<file path="src/rtl/core/fsr_pkg.sv">
`default_nettype none

package fsr_pkg;

    // positive normal float: biased exponent, significand with hidden one
    typedef struct packed {
        logic [7:0]  e;
        logic [23:0] m;
    } fp_t;

    // travels with each word: original operand and current estimate
    typedef struct packed {
        logic [31:0] op;
        fp_t         y;
    } tag_t;

    localparam int NEWTON_STEPS = 3;

    localparam logic [31:0] QNAN_BITS   = 32'h7FC0_0000;
    localparam logic [31:0] SEED_C0     = 32'h3ED5_A9A8;  // 0.41731f
    localparam logic [31:0] SEED_C1     = 32'h3F17_14BA;  // 0.59016f
    localparam logic [31:0] RSQRT2_BITS = 32'h3F35_04F3;  // sqrt(0.5)

    localparam int DIV_QBITS      = 25;
    localparam int DIV_STEP_BITS  = 4;
    localparam int DIV_STAGES     = (DIV_QBITS + DIV_STEP_BITS - 1) / DIV_STEP_BITS;

    function automatic fp_t to_fp(input logic [31:0] b);
        fp_t r;
        r.e = b[30:23];
        r.m = {1'b1, b[22:0]};
        return r;
    endfunction

    // significand of the operand scaled into [0.5,1)
    function automatic fp_t op_frac(input logic [31:0] b);
        fp_t r;
        r.e = 8'd126;
        r.m = {1'b1, b[22:0]};
        return r;
    endfunction

    // round to nearest even
    function automatic fp_t round_pack(input logic [7:0] e, input logic [23:0] m,
                                       input logic g, input logic st);
        logic        inc;
        logic [24:0] sum;
        fp_t         r;
        inc = g & (st | m[0]);
        sum = {1'b0, m} + {24'd0, inc};
        if (sum[24])
        begin
            r.e = e + 8'd1;
            r.m = sum[24:1];
        end
        else
        begin
            r.e = e;
            r.m = sum[23:0];
        end
        return r;
    endfunction

endpackage

`default_nettype wire

</file>
<file path="src/rtl/core/fsr_fmul.sv">
`default_nettype none

module fsr_fmul (
    input  wire logic          clk,
    input  wire logic          rst_n,
    input  wire logic          adv,
    input  wire logic          in_valid,
    input  wire fsr_pkg::fp_t  a,
    input  wire fsr_pkg::fp_t  b,
    input  wire fsr_pkg::tag_t in_tag,
    output logic               out_valid,
    output fsr_pkg::fp_t       p,
    output fsr_pkg::tag_t      out_tag
);
    import fsr_pkg::*;

    logic        v1_reg;
    logic [47:0] prod_reg;
    logic [9:0]  esum_reg;
    tag_t        tag1_reg;
    logic [47:0] prod_next;
    logic [9:0]  esum_next;

    logic        v2_reg;
    fp_t         p_reg;
    tag_t        tag2_reg;
    fp_t         p_next;
    logic [9:0]  e_adj;

    assign prod_next = {24'd0, a.m} * {24'd0, b.m};
    assign esum_next = {2'b00, a.e} + {2'b00, b.e} - 10'd127;

    always_comb
    begin
        e_adj = esum_reg + 10'd1;
        if (prod_reg[47])
            p_next = round_pack(e_adj[7:0], prod_reg[47:24], prod_reg[23],
                                |prod_reg[22:0]);
        else
            p_next = round_pack(esum_reg[7:0], prod_reg[46:23], prod_reg[22],
                                |prod_reg[21:0]);
    end

    always_ff @(posedge clk or negedge rst_n)
    begin
        if (!rst_n)
        begin
            v1_reg <= 1'b0;
            v2_reg <= 1'b0;
        end
        else if (adv)
        begin
            v1_reg <= in_valid;
            v2_reg <= v1_reg;
        end
    end

    always_ff @(posedge clk)
    begin
        if (adv)
        begin
            prod_reg <= prod_next;
            esum_reg <= esum_next;
            tag1_reg <= in_tag;
            p_reg    <= p_next;
            tag2_reg <= tag1_reg;
        end
    end

    assign out_valid = v2_reg;
    assign p         = p_reg;
    assign out_tag   = tag2_reg;

endmodule

`default_nettype wire

</file>
<file path="config.mk">
export PLATFORM = sky130hd
export DESIGN_NAME = fsr_fmul
export DESIGN_NICKNAME = d
export VERILOG_FILES = /design/src/rtl/core/fsr_pkg.sv /design/src/rtl/core/fsr_fmul.sv
export SDC_FILE = /design/constraint.sdc
export NUM_CORES = 2
export LEC_CHECK = 0
export BUFFER_PORTS_ARGS = -buffer_cell sky130_fd_sc_hd__buf_2
export CAP_MARGIN = 20
export CORE_UTILIZATION = 55
export CTS_CLUSTER_DIAMETER = 30
export DETAILED_ROUTE_END_ITERATION = 7
export PLACE_DENSITY = 0.85
export SYNTH_ARGS = -nofsm -noshare
export SYNTH_HDL_FRONTEND = slang
export SYNTH_SLANG_ARGS = --single-unit
</file>
<file path="constraint.sdc">
create_clock -name clk -period 3 [get_ports clk]
set_input_delay 0.45 -clock clk [delete_from_list [all_inputs] [get_ports clk]]
set_output_delay 0.45 -clock clk [all_outputs]
set_load 0.01 [all_outputs]
</file>
==> results.toml <==
[outcome]
status = "finished, violations left"
failed_checks = "negative setup slack"

[sta]
rsz0062_at_grt = "yes"
timing.slew.headroom_pct = 54.6
worstMarginPinSlew_ns = 0.680
fin_crit_ns = 6.16
setup_viol = 54
fmax_ghz = 0.162
timing.setup.tns_ns = -110.27
skew_ns = 0.0153
finalCritPeriodShare_pct = 205
finalMaxSlewViolations = 0
setup_ws_ns = -3.16
finalHoldViolations = 0

[flow_run]
cap_violations = 0

[cts]
cts-root-buf = "clkbuf_16"
cts_max_level = 1
tritoncts = "yes"
clkTransAtPathRegs_ns = 0.08
numCtsBuffers = 26
cts.sinks = 218
clk_path_buf_depth = 3
clk_latency_ns = 0.53

[yosys]
synth_area_leader_cell = "fa_1"
synth-main-ff-cell = "edfxtp_1"
syn_area_mm2 = 0.0274
synth-seq-cells = 218
ys_top_cells_by_area = "fa_1, edfxtp_1, ha_1"
synth_fp_nets = 3486
synth_common_cells = "inv_1, fa_1, nand2_1, and2_1, edfxtp_1"
synthDominantCellAreaShare_pct = 35.3
synth_edf_count = 216
yosysSeqAreaShare_pct = 23.8
syn-instance-count = 2679
synth_area_per_cell_um2 = 10.2
yosysMostFrequentCell = "inv_1"
async_flop_share_pct = 0.917
ys_types = 68
yosysWarningCount = 0

[routing]
drt_pre_antenna_iters = 6
antenna_left = 0
route.detailed.drc = 0
vias = 21400
vias_per_cell = 5.57
wire_per_inst_um = 20.7
drt-initial-drc-count = 1577
routed_wl_um = 79800

[global_route]
grt_pass1_vias = 23000
grt_pass1_wl_um = 119000
grt-ovfl-total = 0
antenna_found_initial = 3
grt_max_degree = 83
grt_usage_pct = 30.0

[place]
port_buffers = 228
place_congestion = 0.977
dp_hpwl_um = 57400

[floorplanning]
die-area_mm2 = 0.0508
core_mm2 = 0.0491
die_w_um = 225
start_util_pct = 55.9
dieHeight_um = 225
ioPinCount = 229
num_rows = 81

[setup_path]
start_kind = "primary input"
crit_fanout = 7
cp.arrival_ns = 6.44
path_class = "in2reg"
crit_required_ns = 3.28
cp-end-kind = "flip-flop"

[min_path]
holdCritPathClass = "in2reg"

[cells_and_area]
seqCellArea_mm2 = 0.00654
fin_nets = 3976
multiInputGateArea_mm2 = 0.0200
fillers = 3015
drive_gt1_share_pct = 31.3
syn2layout_area_growth_pct = 29.3
## per-layer routing
metal	track usage (%)	routed length (um)
met3	5.16	7560
met4	11.7	4150
met1	37.9	29200
met5	0	28
met2	51.5	38900
## repair_timing
action,CTS,global route
hold buffers,1,0
pin swaps,162,108
gates cloned,5,7
resized for setup,358,202
setup buffers,62,20
setup endpoints to repair,75,72
hold endpoints to repair,2,0
## worst paths after layout
kind | cells past startpoint | slack (ns) | to | from
hold reg to reg | 0 | 0.41 | out_tag[59] | tag1_reg[59]
hold / removal | 1 | 0.08 | tag1_reg[32] | in_tag[32]
setup / recovery | 24 | -3.16 | prod_reg[46] | b[19]
max in group asynchronous | 2 | 2.65 | v1_reg | rst_n
min in group asynchronous | 2 | 0.25 | out_valid | rst_n
setup reg to reg | 15 | -0.09 | p[4] | prod_reg[6]
## layout make-up
cell class | instances | share of cell area [%]
multi-input cells | 1769 | 56.5
flip-flops and latches | 218 | 18.4
repair buffers | 582 | 14.1
inverters | 572 | 6.06
well taps | 664 | 2.34
clock buffers | 26 | 1.83
clock inverters | 22 | 0.794
diodes | 1 | 0.00706
## cell families after synthesis
group / after synthesis / synth area share (%)
flops: 218 / 23.8
mux: 4 / 0.155
compound gates: 197 / 4.74
fa+ha+maj: 675 / 44.0
xor+xnor: 99 / 3.16
buf+inv: 693 / 9.50
simple gates: 793 / 14.6
## per-stage QoR
stage | util [%] | cells | cell area (um2) | setup slack, ns | hold WS [ns]
2_1_floorplan | - | 2679 | 28500 | -3.31 | 0.154
3_3_place_gp | 64.3 | 3724 | 31600 | -3.71 | 0.234
3_5_place_dp | 64.3 | 3724 | 31600 | -3.83 | 0.242
4_1_cts | 70.2 | 3835 | 34400 | -3.00 | 0.0622
5_1_grt | 72.3 | 3854 | 35500 | -3.25 | 0.0639
6_report | 72.3 | 3854 | 35500 | -3.16 | 0.0836
## cells in the final DEF, fill, tap and decap left out, types with 22 or more instances in the layout
master,n
nand2_1,312
ha_1,150
buf_12,27
and2_4,50
inv_2,54
xor2_1,35
ha_4,37
and2_1,256
buf_6,96
inv_1,517
buf_2,183
a21oi_1,31
nand4_1,22
clkbuf_16,33
fa_1,439
edfxtp_1,216
fa_2,44
nor2_1,40
xnor2_1,44
buf_4,243
o21ai_0,22
## critical path, stage by stage
cell and delay, ns:
buf_2 0.15, buf_6 0.14, and2_1 0.15, fa_1 0.51
inv_1 0.06, fa_2 0.55, inv_1 0.05, fa_2 0.45
fa_2 0.57, fa_2 0.46, fa_1 0.51, inv_1 0.05
fa_1 0.50, inv_2 0.05, ha_4 0.28, inv_1 0.06
o21bai_1 0.23, a21o_1 0.25, nor3_4 0.07, a21oi_4 0.23
a41oi_2 0.19, or2_4 0.27, o21ai_2 0.12, xor2_1 0.08
Power is left out: the tool's default activity adds up to more than one toggle a clock period on the data nets, which glitch-free logic cannot reach.
