### config.mk
export PLATFORM = sky130hd
export DESIGN_NAME = fsr_fadd
export DESIGN_NICKNAME = d
export VERILOG_FILES = /design/src/rtl/core/fsr_pkg.sv /design/src/rtl/core/fsr_fadd.sv
export SDC_FILE = /design/constraint.sdc
export NUM_CORES = 1
export LEC_CHECK = 0
export BUFFER_PORTS_ARGS = -buffer_cell sky130_fd_sc_hd__buf_2
export CAP_MARGIN = 20
export CORE_UTILIZATION = 45
export DETAILED_ROUTE_END_ITERATION = 12
export GPL_ROUTABILITY_DRIVEN = 0
export PLACE_DENSITY_LB_ADDON = 0.05
export SYNTH_ARGS = -nofsm -noshare
export SYNTH_HDL_FRONTEND = slang
export SYNTH_SLANG_ARGS = --single-unit
### constraint.sdc
create_clock -name clk -period 6.3 [get_ports clk]
set_clock_uncertainty 0.1 [all_clocks]
set_input_delay 0.315 -clock clk [delete_from_list [all_inputs] [get_ports clk]]
set_output_delay 0.315 -clock clk [all_outputs]
set_load 0.01 [all_outputs]
### src/rtl/core/fsr_pkg.sv
`default_nettype none

package fsr_pkg;

    // positive normal float: biased exponent, significand with hidden one
    typedef struct packed {
        logic [7:0]  e;
        logic [23:0] m;
    } fp_t;

    // travels with each word: original operand and current estimate
    typedef struct packed {
        logic [31:0] op;
        fp_t         y;
    } tag_t;

    localparam int NEWTON_STEPS = 3;

    localparam logic [31:0] QNAN_BITS   = 32'h7FC0_0000;
    localparam logic [31:0] SEED_C0     = 32'h3ED5_A9A8;  // 0.41731f
    localparam logic [31:0] SEED_C1     = 32'h3F17_14BA;  // 0.59016f
    localparam logic [31:0] RSQRT2_BITS = 32'h3F35_04F3;  // sqrt(0.5)

    localparam int DIV_QBITS      = 25;
    localparam int DIV_STEP_BITS  = 4;
    localparam int DIV_STAGES     = (DIV_QBITS + DIV_STEP_BITS - 1) / DIV_STEP_BITS;

    function automatic fp_t to_fp(input logic [31:0] b);
        fp_t r;
        r.e = b[30:23];
        r.m = {1'b1, b[22:0]};
        return r;
    endfunction

    // significand of the operand scaled into [0.5,1)
    function automatic fp_t op_frac(input logic [31:0] b);
        fp_t r;
        r.e = 8'd126;
        r.m = {1'b1, b[22:0]};
        return r;
    endfunction

    // round to nearest even
    function automatic fp_t round_pack(input logic [7:0] e, input logic [23:0] m,
                                       input logic g, input logic st);
        logic        inc;
        logic [24:0] sum;
        fp_t         r;
        inc = g & (st | m[0]);
        sum = {1'b0, m} + {24'd0, inc};
        if (sum[24])
        begin
            r.e = e + 8'd1;
            r.m = sum[24:1];
        end
        else
        begin
            r.e = e;
            r.m = sum[23:0];
        end
        return r;
    endfunction

endpackage

`default_nettype wire

### src/rtl/core/fsr_fadd.sv
`default_nettype none

module fsr_fadd (
    input  wire logic          clk,
    input  wire logic          rst_n,
    input  wire logic          adv,
    input  wire logic          in_valid,
    input  wire fsr_pkg::fp_t  a,
    input  wire fsr_pkg::fp_t  b,
    input  wire fsr_pkg::tag_t in_tag,
    output logic               out_valid,
    output fsr_pkg::fp_t       s,
    output fsr_pkg::tag_t      out_tag
);
    import fsr_pkg::*;

    // align stage
    fp_t         big;
    fp_t         sml;
    logic [7:0]  d;
    logic [26:0] ext;
    logic [26:0] mask;
    logic [26:0] al_next;

    logic        v1_reg;
    logic [7:0]  e_reg;
    logic [26:0] am_reg;
    logic [26:0] bm_reg;
    tag_t        tag1_reg;

    // add and round stage
    logic [27:0] sum;
    logic [7:0]  e_inc;
    fp_t         s_next;

    logic        v2_reg;
    fp_t         s_reg;
    tag_t        tag2_reg;

    always_comb
    begin
        if ((a.e > b.e) || ((a.e == b.e) && (a.m >= b.m)))
        begin
            big = a;
            sml = b;
        end
        else
        begin
            big = b;
            sml = a;
        end
        d    = big.e - sml.e;
        ext  = {sml.m, 3'b000};
        mask = (27'd1 << d[4:0]) - 27'd1;
        if (d >= 8'd27)
            al_next = 27'd1;
        else
            al_next = (ext >> d[4:0]) | {26'd0, |(ext & mask)};
    end

    always_comb
    begin
        sum   = {1'b0, am_reg} + {1'b0, bm_reg};
        e_inc = e_reg + 8'd1;
        if (sum[27])
            s_next = round_pack(e_inc, sum[27:4], sum[3], |sum[2:0]);
        else
            s_next = round_pack(e_reg, sum[26:3], sum[2], |sum[1:0]);
    end

    always_ff @(posedge clk or negedge rst_n)
    begin
        if (!rst_n)
        begin
            v1_reg <= 1'b0;
            v2_reg <= 1'b0;
        end
        else if (adv)
        begin
            v1_reg <= in_valid;
            v2_reg <= v1_reg;
        end
    end

    always_ff @(posedge clk)
    begin
        if (adv)
        begin
            e_reg    <= big.e;
            am_reg   <= {big.m, 3'b000};
            bm_reg   <= al_next;
            tag1_reg <= in_tag;
            s_reg    <= s_next;
            tag2_reg <= tag1_reg;
        end
    end

    assign out_valid = v2_reg;
    assign s         = s_reg;
    assign out_tag   = tag2_reg;

endmodule

`default_nettype wire

==> reports/qor.yml <==
synthesis:
  syn-num-nets: 1419
  yosys.area.top_type_share: 0.4967
  synth-async-reset-ratio: 0.009050
  syn_avg_cell_area_um2: 10.82
  synth_top_area_cell: "edfxtp_1"
  synth_most_common_cell: "edfxtp_1"
  ys_warn_count: 0
  ys_ff_latch: 221
  synth_edf_count: 219
  synth.area.top_cells: "edfxtp_1 (50%), ha_1 (5.9%), nand2_1 (3.2%)"
  synthCells: 1224
  synth_cell_type_count: 87
  yosysSeqAreaShare: 0.5005
  syn_area_um2: 13240
  synth_ff_type: "edfxtp_1"
  netlist_top_cells_count: "edfxtp_1 (219), nand2_1 (113), a21oi_1 (74)"
layout:
  area_growth_pct: 23.08
  num-fill-cells: 2545
  drive_gt1_frac: 0.2112
  finish.utilization: 0.5646
  fin_nets: 1707
sta:
  maxSlewViolCount: 0
  tightest_slew_ns: 0.9709
  maxClockFrequency_mhz: 180.5
  relSlewSlack: 0.3467
  fin_crit_sh: 0.8795
  fin_tns_setup_ns: 0
  hold_ws_ns: 0.02309
  rsz0062_at_grt: "no"
  finalHoldViolations: 0
  finalSetupViolCount: 0
  post-route-min-period_ns: 5.541
clock_network:
  cts_tree: "built"
  clockRootBuffer: "clkbuf_16"
  post_cts_buffers: 0
  clock_path_buffers: 3
  h-tree-depth: 1
  clk_pin_slew_ns: 0.07
  cts.sinks: 221
  worstSkewPairLatency_ns: 0.54
  cts_resized: 0
  cts_buffers: 25
floorplanning:
  pin_count: 229
  die_w_um: 173.5
  start_util: 0.4588
  core_um2: 28860
  dieArea_um2: 30110
  die_y_um: 173.5
  rows: 62
critical_path:
  start_kind: "input pin"
  cp_max_fo: 22
  crit_type: "in -> reg"
  slowest_stage: "or2_1"
  cpPeakStageDelay_ns: 0.68
  arrival_ns: 5.72
  crit_path_end_kind: "register"
  path_cells: "dlygate4sd3_1 > buf_2 > ha_1 > a21o_1 > a221o_1 > o2bb2ai_1 > a211o_1 > buf_4 > nand2_1 > mux2i_1 > ha_1 > inv_1 > nand3_1 > a2111oi_0 > a211o_1 > or2_1 > o21ai_0 > mux2i_1 > a22oi_1 > o2111ai_1 > a211oi_1 > nand4_1"
  required_ns: 6.48
route:
  wire_per_inst_um: 18.23
  drtIter0Drc: 1021
  post-route-drc-count: 0
  dr.pass1.iters: 6
  postRouteAntennaNets: 0
  via_per_inst: 5.617
  wl_um: 34900
  route.vias.total: 10750
grt:
  antenna_found_initial: 1
  groute.usage.overall: 0.2237
  grt_pass1_vias: 10002
  globalRoute.totalOverflow: 0
  grt_first_pass_wirelength_um: 53960
  grt_max_degree: 114
power:
  vdd_drop_max_mv: 0.1959
  powerDensity_nw_per_um2: 304.2
  p_leak_nw: 6.474
status:
  outcome: "complete, no violations"
place:
  port_buffers: 228
  dp_hpwl_um: 25750
hold_path:
  worst_hold_path_type: "in -> reg"
job:
  drv_cap: 0
## per-layer routing
| metal | global-route usage | up-vias | share of wire |
|---|---|---|---|
| li1 | - | 5233 | - |
| met1 | 0.3153 | 5015 | 0.45 |
| met2 | 0.3548 | 422 | 0.46 |
| met3 | 0.02939 | 80 | 0.065 |
| met4 | 0.07706 | 0 | 0.031 |
| met5 | 0 | - | 0 |
## per-stage QoR
stage	cell area (µm²)	setup WS (ns)	cells	power (mW)
5_1_grt	16290	0.4343	1914	5.206
2_1_floorplan	13240	0.9271	1224	3.031
4_1_cts	16290	0.8657	1913	4.979
3_5_place_dp	14770	0.5599	1798	3.505
3_3_place_gp	14770	0.7945	1798	3.496
6_report	16290	0.7590	1914	4.957
## worst max-delay path: cells and delay by family
kind / cells / cell delay [ns]
muxes: 2 / 0.32
and+or+nand+nor: 4 / 1.02
adders and majority gates: 2 / 0.59
buffers and inverters: 4 / 0.94
AOI/OAI and AO/OA: 10 / 2.55
## report_power, final
group          switching, mW  total [mW]  internal [mW]
clock                  0.574        1.42          0.849
sequential            0.0540        1.87           1.82
combinational           1.02        1.66          0.640
## layout by cell type, fill, tap and decap left out, types with 6 or more instances in the layout
master and n:
a211oi_1 15, nand2_1 113, mux2_2 7, nand2b_1 11, ha_1 62, mux4_2 8, a21o_1 24, dlygate4sd3_1 71
a21oi_1 73, xnor2_1 41, nor2_1 65, and3_1 6, buf_4 20, nand3_1 41, xor2_1 31, buf_2 227
nor2b_1 14, a31oi_1 11, o31ai_1 8, nand4_1 19, clkinv_1 8, o21a_1 7, edfxtp_1 219, nor4_1 15
mux2i_1 42, o211ai_1 18, and2_1 12, o21ai_1 6, clkbuf_16 25, nor3_1 48, o22ai_1 11, o21ai_0 73
inv_1 51
## timing repair
action                     CTS  global route
hold buffers                71             0
setup endpoints to repair    0             0
hold endpoints to repair    71             0
## logic make-up (layout without fill, tap and decap cells)
kind of cell,after synthesis,count (layout),synth area share
other,0,1,0
buffers and inverters,110,415,0.03553
flip-flops,221,221,0.5005
multiplexers,57,57,0.05132
XOR/XNOR,73,73,0.04886
adder cells (fa/ha/maj),63,63,0.06011
AO/OA/AOI/OAI,318,318,0.1619
AND/OR/NAND/NOR,382,382,0.1418
## worst paths after layout
path / from / cells after the start / slack (ns) / end
min reg2reg: tag1_reg[18]$_DFFE_PP_ / 0 / 0.31 / out_tag[18]$_DFFE_PP_
max: a[9] / 22 / 0.76 / bm_reg[0]$_SDFFCE_PP1P_
max in group asynchronous: rst_n / 3 / 5.45 / v1_reg$_DFFE_PN0P_
max reg2reg: am_reg[4]$_DFFE_PP_ / 14 / 1.20 / s[31]$_DFFE_PP_
min: a[31] / 3 / 0.02 / e_reg[7]$_DFFE_PP_
min in group asynchronous: rst_n / 3 / 0.53 / out_valid$_DFFE_PN0P_
## layout make-up
class | count | area [µm²] | area share
diodes | 1 | 2.502 | 0.0001536
clock buffers | 26 | 629.4 | 0.03862
clock inverters | 18 | 180.2 | 0.01106
inverters | 51 | 191.4 | 0.01175
multi-input cells | 893 | 6153 | 0.3776
flip-flops and latches | 221 | 6626 | 0.4067
well taps | 384 | 480.5 | 0.02949
repair buffers | 320 | 2031 | 0.1246
(Power assumes the default switching activity.)
