File: config.mk
export PLATFORM = sky130hd
export DESIGN_NAME = fsr_newton
export DESIGN_NICKNAME = d
export VERILOG_FILES = /design/src/rtl/core/fsr_pkg.sv /design/src/rtl/core/fsr_fadd.sv /design/src/rtl/core/fsr_fdiv.sv /design/src/rtl/core/fsr_newton.sv
export SDC_FILE = /design/constraint.sdc
export NUM_CORES = 2
export LEC_CHECK = 0
export BUFFER_PORTS_ARGS = -buffer_cell sky130_fd_sc_hd__buf_2
export CORE_UTILIZATION = 45
export CTS_BUF_LIST = sky130_fd_sc_hd__clkbuf_4
export DETAILED_ROUTE_END_ITERATION = 10
export PLACE_DENSITY = 0.7
export SLEW_MARGIN = 25
export SYNTH_ARGS = -nofsm -noshare
export SYNTH_HDL_FRONTEND = slang
export SYNTH_SLANG_ARGS = --single-unit
File: constraint.sdc
create_clock -name clk -period 15.15 [get_ports clk]
set_input_delay 1.515 -clock clk [delete_from_list [all_inputs] [get_ports clk]]
set_output_delay 1.515 -clock clk [all_outputs]
set_load 0.02 [all_outputs]
File: src/rtl/core/fsr_pkg.sv
`default_nettype none

package fsr_pkg;

    // positive normal float: biased exponent, significand with hidden one
    typedef struct packed {
        logic [7:0]  e;
        logic [23:0] m;
    } fp_t;

    // travels with each word: original operand and current estimate
    typedef struct packed {
        logic [31:0] op;
        fp_t         y;
    } tag_t;

    localparam int NEWTON_STEPS = 3;

    localparam logic [31:0] QNAN_BITS   = 32'h7FC0_0000;
    localparam logic [31:0] SEED_C0     = 32'h3ED5_A9A8;  // 0.41731f
    localparam logic [31:0] SEED_C1     = 32'h3F17_14BA;  // 0.59016f
    localparam logic [31:0] RSQRT2_BITS = 32'h3F35_04F3;  // sqrt(0.5)

    localparam int DIV_QBITS      = 25;
    localparam int DIV_STEP_BITS  = 4;
    localparam int DIV_STAGES     = (DIV_QBITS + DIV_STEP_BITS - 1) / DIV_STEP_BITS;

    function automatic fp_t to_fp(input logic [31:0] b);
        fp_t r;
        r.e = b[30:23];
        r.m = {1'b1, b[22:0]};
        return r;
    endfunction

    // significand of the operand scaled into [0.5,1)
    function automatic fp_t op_frac(input logic [31:0] b);
        fp_t r;
        r.e = 8'd126;
        r.m = {1'b1, b[22:0]};
        return r;
    endfunction

    // round to nearest even
    function automatic fp_t round_pack(input logic [7:0] e, input logic [23:0] m,
                                       input logic g, input logic st);
        logic        inc;
        logic [24:0] sum;
        fp_t         r;
        inc = g & (st | m[0]);
        sum = {1'b0, m} + {24'd0, inc};
        if (sum[24])
        begin
            r.e = e + 8'd1;
            r.m = sum[24:1];
        end
        else
        begin
            r.e = e;
            r.m = sum[23:0];
        end
        return r;
    endfunction

endpackage

`default_nettype wire

File: src/rtl/core/fsr_fadd.sv
`default_nettype none

module fsr_fadd (
    input  wire logic          clk,
    input  wire logic          rst_n,
    input  wire logic          adv,
    input  wire logic          in_valid,
    input  wire fsr_pkg::fp_t  a,
    input  wire fsr_pkg::fp_t  b,
    input  wire fsr_pkg::tag_t in_tag,
    output logic               out_valid,
    output fsr_pkg::fp_t       s,
    output fsr_pkg::tag_t      out_tag
);
    import fsr_pkg::*;

    // align stage
    fp_t         big;
    fp_t         sml;
    logic [7:0]  d;
    logic [26:0] ext;
    logic [26:0] mask;
    logic [26:0] al_next;

    logic        v1_reg;
    logic [7:0]  e_reg;
    logic [26:0] am_reg;
    logic [26:0] bm_reg;
    tag_t        tag1_reg;

    // add and round stage
    logic [27:0] sum;
    logic [7:0]  e_inc;
    fp_t         s_next;

    logic        v2_reg;
    fp_t         s_reg;
    tag_t        tag2_reg;

    always_comb
    begin
        if ((a.e > b.e) || ((a.e == b.e) && (a.m >= b.m)))
        begin
            big = a;
            sml = b;
        end
        else
        begin
            big = b;
            sml = a;
        end
        d    = big.e - sml.e;
        ext  = {sml.m, 3'b000};
        mask = (27'd1 << d[4:0]) - 27'd1;
        if (d >= 8'd27)
            al_next = 27'd1;
        else
            al_next = (ext >> d[4:0]) | {26'd0, |(ext & mask)};
    end

    always_comb
    begin
        sum   = {1'b0, am_reg} + {1'b0, bm_reg};
        e_inc = e_reg + 8'd1;
        if (sum[27])
            s_next = round_pack(e_inc, sum[27:4], sum[3], |sum[2:0]);
        else
            s_next = round_pack(e_reg, sum[26:3], sum[2], |sum[1:0]);
    end

    always_ff @(posedge clk or negedge rst_n)
    begin
        if (!rst_n)
        begin
            v1_reg <= 1'b0;
            v2_reg <= 1'b0;
        end
        else if (adv)
        begin
            v1_reg <= in_valid;
            v2_reg <= v1_reg;
        end
    end

    always_ff @(posedge clk)
    begin
        if (adv)
        begin
            e_reg    <= big.e;
            am_reg   <= {big.m, 3'b000};
            bm_reg   <= al_next;
            tag1_reg <= in_tag;
            s_reg    <= s_next;
            tag2_reg <= tag1_reg;
        end
    end

    assign out_valid = v2_reg;
    assign s         = s_reg;
    assign out_tag   = tag2_reg;

endmodule

`default_nettype wire

File: src/rtl/core/fsr_fdiv.sv
`default_nettype none

module fsr_fdiv (
    input  wire logic          clk,
    input  wire logic          rst_n,
    input  wire logic          adv,
    input  wire logic          in_valid,
    input  wire fsr_pkg::fp_t  a,
    input  wire fsr_pkg::fp_t  b,
    input  wire fsr_pkg::tag_t in_tag,
    output logic               out_valid,
    output fsr_pkg::fp_t       q,
    output fsr_pkg::tag_t      out_tag
);
    import fsr_pkg::*;

    // stage k output, k = 0 is the setup stage
    logic              st_v   [DIV_STAGES+1];
    logic [25:0]       st_r   [DIV_STAGES+1];
    logic [23:0]       st_d   [DIV_STAGES+1];
    logic [7:0]        st_e   [DIV_STAGES+1];
    logic [24:0]       st_q   [DIV_STAGES+1];
    tag_t              st_tag [DIV_STAGES+1];

    logic        v0_reg;
    logic [25:0] r0_reg;
    logic [23:0] d0_reg;
    logic [7:0]  e0_reg;
    tag_t        tag0_reg;
    logic [25:0] r0_next;
    logic [9:0]  e0_next;

    always_comb
    begin
        if (a.m >= b.m)
        begin
            r0_next = {2'b00, a.m};
            e0_next = {2'b00, a.e} - {2'b00, b.e} + 10'd127;
        end
        else
        begin
            r0_next = {1'b0, a.m, 1'b0};
            e0_next = {2'b00, a.e} - {2'b00, b.e} + 10'd126;
        end
    end

    always_ff @(posedge clk or negedge rst_n)
    begin
        if (!rst_n)
            v0_reg <= 1'b0;
        else if (adv)
            v0_reg <= in_valid;
    end

    always_ff @(posedge clk)
    begin
        if (adv)
        begin
            r0_reg   <= r0_next;
            d0_reg   <= b.m;
            e0_reg   <= e0_next[7:0];
            tag0_reg <= in_tag;
        end
    end

    assign st_v[0]   = v0_reg;
    assign st_r[0]   = r0_reg;
    assign st_d[0]   = d0_reg;
    assign st_e[0]   = e0_reg;
    assign st_q[0]   = '0;
    assign st_tag[0] = tag0_reg;

    for (genvar s = 0; s < DIV_STAGES; s++)
    begin : g_step
        logic        v_reg;
        logic [25:0] r_reg;
        logic [23:0] d_reg;
        logic [7:0]  e_reg;
        logic [24:0] q_reg;
        tag_t        tag_reg;
        logic [25:0] r_next;
        logic [24:0] q_next;

        // restoring division, one quotient bit per step
        always_comb
        begin
            r_next = st_r[s];
            q_next = st_q[s];
            for (int k = 0; k < DIV_STEP_BITS; k++)
            begin
                if ((s * DIV_STEP_BITS + k) < DIV_QBITS)
                begin
                    if (r_next >= {2'b00, st_d[s]})
                    begin
                        r_next = r_next - {2'b00, st_d[s]};
                        q_next = {q_next[23:0], 1'b1};
                    end
                    else
                    begin
                        q_next = {q_next[23:0], 1'b0};
                    end
                    r_next = {r_next[24:0], 1'b0};
                end
            end
        end

        always_ff @(posedge clk or negedge rst_n)
        begin
            if (!rst_n)
                v_reg <= 1'b0;
            else if (adv)
                v_reg <= st_v[s];
        end

        always_ff @(posedge clk)
        begin
            if (adv)
            begin
                r_reg   <= r_next;
                d_reg   <= st_d[s];
                e_reg   <= st_e[s];
                q_reg   <= q_next;
                tag_reg <= st_tag[s];
            end
        end

        assign st_v[s+1]   = v_reg;
        assign st_r[s+1]   = r_reg;
        assign st_d[s+1]   = d_reg;
        assign st_e[s+1]   = e_reg;
        assign st_q[s+1]   = q_reg;
        assign st_tag[s+1] = tag_reg;
    end

    logic vf_reg;
    fp_t  qf_reg;
    tag_t tagf_reg;
    fp_t  qf_next;

    assign qf_next = round_pack(st_e[DIV_STAGES], st_q[DIV_STAGES][24:1],
                                st_q[DIV_STAGES][0], |st_r[DIV_STAGES]);

    always_ff @(posedge clk or negedge rst_n)
    begin
        if (!rst_n)
            vf_reg <= 1'b0;
        else if (adv)
            vf_reg <= st_v[DIV_STAGES];
    end

    always_ff @(posedge clk)
    begin
        if (adv)
        begin
            qf_reg   <= qf_next;
            tagf_reg <= st_tag[DIV_STAGES];
        end
    end

    assign out_valid = vf_reg;
    assign q         = qf_reg;
    assign out_tag   = tagf_reg;

endmodule

`default_nettype wire

File: src/rtl/core/fsr_newton.sv
`default_nettype none

module fsr_newton (
    input  wire logic          clk,
    input  wire logic          rst_n,
    input  wire logic          adv,
    input  wire logic          in_valid,
    input  wire fsr_pkg::tag_t in_tag,
    output logic               out_valid,
    output fsr_pkg::tag_t      out_tag
);
    import fsr_pkg::*;

    logic div_valid;
    fp_t  quo;
    tag_t div_tag;
    logic add_valid;
    fp_t  sum;
    tag_t add_tag;

    // y' = 0.5 * (y + f / y)
    fsr_fdiv u_div (
        .clk       (clk),
        .rst_n     (rst_n),
        .adv       (adv),
        .in_valid  (in_valid),
        .a         (op_frac(in_tag.op)),
        .b         (in_tag.y),
        .in_tag    (in_tag),
        .out_valid (div_valid),
        .q         (quo),
        .out_tag   (div_tag)
    );

    fsr_fadd u_add (
        .clk       (clk),
        .rst_n     (rst_n),
        .adv       (adv),
        .in_valid  (div_valid),
        .a         (div_tag.y),
        .b         (quo),
        .in_tag    (div_tag),
        .out_valid (add_valid),
        .s         (sum),
        .out_tag   (add_tag)
    );

    assign out_valid    = add_valid;
    assign out_tag.op   = add_tag.op;
    assign out_tag.y.e  = sum.e - 8'd1;
    assign out_tag.y.m  = sum.m;

endmodule

`default_nettype wire

==> impl_metrics.yaml <==
logic_synthesis:
  synthFlopType: "edfxtp_1"
  synthesis.nets: 8149
  synth_top_family_by_area: "compound AO/OA/AOI/OAI gates"
  synth_xor_area_share_pct: 6.60
  synth-simple-area-share_pct: 11.9
  synth_warnings: 0
  yosys.area.top_type: "edfxtp_1"
  syn_area_um2: 77800
  netlist.area_leader.share_pct: 43.9
  ys_ff_latch: 1147
  seq_area_frac_synth_pct: 44.2
  synth_mux_area_share_pct: 6.51
  synth_adder_area_share_pct: 11.1
  synthTopCellsByArea: "edfxtp_1 44%, ha_1 11%, mux2_2 4.6%"
  avgSynthCellArea_um2: 10.5
  synth-compound-area-share_pct: 16.4
  synthCells: 7397
  async_reset_ff_share_pct: 0.959
  synth_edf_count: 1136
  synth.most_common_cell: "edfxtp_1"
  ys_types: 111
  synth_commonest_cells: "1136 x edfxtp_1, 675 x ha_1, 619 x nand2_1"
place:
  place.detailed.hpwl_um: 153000
  place.port_buffers: 132
  place_ws_ns: 1.09
  place_congestion: 0.930
finish:
  drive_gt1_share_pct: 14.2
  largest_reg_flops: 304
  finalNetCount: 8497
  fill_cells: 15600
  post-route-util_pct: 49.6
  area_growth_syn_to_layout_pct: 9.43
  multi_input_area_um2: 40900
  seq_area_um2: 34400
floorplanning:
  die_w_um: 418
  coreArea_um2: 172000
  initial_core_util_pct: 45.3
  placementRows: 152
  die-area_um2: 174000
  dieHeight_um: 418
  ios: 133
sta:
  skew_ns: 0.166
  worst_slack_ns: 0.809
  finalSetupViolCount: 0
  setup_tns_ns: 0
  fmax_mhz: 69.7
  fin_hold_ws_ns: 0.336
  fin_crit_sh_pct: 94.7
  period_needed_ns: 14.34
  hold_viol: 0
  tightest_slew_ns: 1.03
  slew_viol_final: 0
  slew_headroom_pct: 31.4
  rsz0062_at_grt: "no"
grt:
  antenna_found_initial: 8
  grt_pass1_vias: 56900
  gr-total-overflow: 0
  grtUsageTotal_pct: 22.4
  grt_pass1_wl_um: 310000
  grt_max_degree: 188
critical_path:
  critPathKind: "register to register"
  cp-start-kind: "register"
  worstPathRequired_ns: 16.10
  cp_top_family: "compound AO/OA/AOI/OAI gates"
  crit_buf_inv: 5
  crit_path_top_delay_cell: "edfxtp_1"
  critical_path_peak_fanout: 24
  endpoint_kind: "register"
  cp_data_arrival_time_ns: 15.29
  max_stage_delay_ns: 0.75
clock_tree:
  cts_setup_buffers: 0
  root_buffer: "clkbuf_4"
  cts_tree: "yes"
  clock-sinks: 1147
  cts-htree-levels: 5
  clock_latency_ns: 1.36
  cts_buffers: 323
  clk_pin_slew_ns: 0.07
  clk_path_buf_depth: 4
detailed_routing:
  drt-total-wl_um: 200000
  antenna_left: 0
  wl_per_cell_um: 19.5
  dr.pass1.iters: 6
  drc: 0
  via_per_inst: 5.73
  drt_iter0_markers: 4544
  vias: 58900
status:
  status: "complete, no violations"
min_path:
  min_path_type: "register to register"
run:
  drv_cap: 0
[per-stage QoR]
| stage | area (um2) | cells |
|---|---|---|
| floorplan | 77800 | 7397 |
| global placement | 81100 | 9729 |
| detailed placement | 81100 | 9729 |
| CTS | 85100 | 10300 |
| global route | 85100 | 10300 |
| finish | 85100 | 10300 |
[worst register-to-register path, delay by kind of cell, from the launching register on]
| family | cells | cell delay (ns) |
|---|---|---|
| and+or+nand+nor | 10 | 2.17 |
| DFF | 1 | 0.75 |
| AOI/OAI and AO/OA | 25 | 6.68 |
| buffers and inverters | 5 | 1.40 |
| muxes | 4 | 1.45 |
| adders and majority gates | 4 | 1.50 |
[layout make-up]
| cell class | count | share of cell area [%] |
|---|---|---|
| diodes | 9 | 0.0265 |
| clock buffers | 452 | 3.99 |
| clock inverters | 77 | 0.622 |
| inverters | 431 | 1.90 |
| multi-input cells | 5634 | 48.1 |
| flip-flops and latches | 1147 | 40.4 |
| well taps | 2310 | 3.40 |
| repair buffers | 208 | 1.55 |
[timing repair]
| action | 4_1_cts | 5_1_grt |
|---|---|---|
| hold buffers | 1 | 0 |
| endpoints found under the hold margin | 11 | 0 |
| resized for setup | 0 | 1 |
| setup endpoints to repair | 0 | 5 |
[path summary, 6_finish.rpt]
path | startpoint | endpoint | slack (ns) | cells past startpoint
hold / removal | u_div.g_step[0].tag_reg[62] | u_div.g_step[1].tag_reg[62] | 0.34 | 0
min in group asynchronous | rst_n | u_div.g_step[3].v_reg | 0.63 | 2
hold reg to reg | u_div.g_step[0].tag_reg[62] | u_div.g_step[1].tag_reg[62] | 0.34 | 0
setup reg to reg | u_div.g_step[0].d_reg[1] | u_div.g_step[1].r_reg[14] | 0.81 | 48
max in group asynchronous | rst_n | u_div.g_step[2].v_reg | 14.32 | 2
setup / recovery | u_div.g_step[0].d_reg[1] | u_div.g_step[1].r_reg[14] | 0.81 | 48
[layout by cell type (no fill, tap or decap), drive strengths merged, types with 34 or more instances in the layout]
master and instances:
edfxtp 1136, ha 675, nand2 619, a21oi 535, o21ai 486, clkbuf 452, nor2 447, inv 434
xnor2 380, mux2 345, a21o 220, buf 207, xor2 206, nor3 147, nand3 131, o21a 101
mux2i 99, nand2b 96, nand4 82, o21bai 82, a31oi 78, nor2b 74, clkinv 66, and3 59
a211oi 59, and2 58, o31ai 57, or3 56, o211ai 49, nor4 48, or2 34
[cell families (layout without fill, tap and decap cells)]
family | Yosys count | in the layout
other | 0 | 9
buffers and inverters | 616 | 1168
AO/OA/AOI/OAI | 1977 | 1977
AND/OR/NAND/NOR | 1934 | 1934
XOR/XNOR | 586 | 586
flip-flops | 1147 | 1147
multiplexers | 452 | 452
adder cells (fa/ha/maj) | 685 | 685
[routing by layer]
layer	routed length, um	GRT usage (%)
met5	70	0
met4	5960	7.97
met3	10800	3.82
met2	92400	36.4
met1	90500	30.1
Power is left out: the tool's default activity adds up to more than one toggle a clock period on the data nets, which glitch-free logic cannot reach.
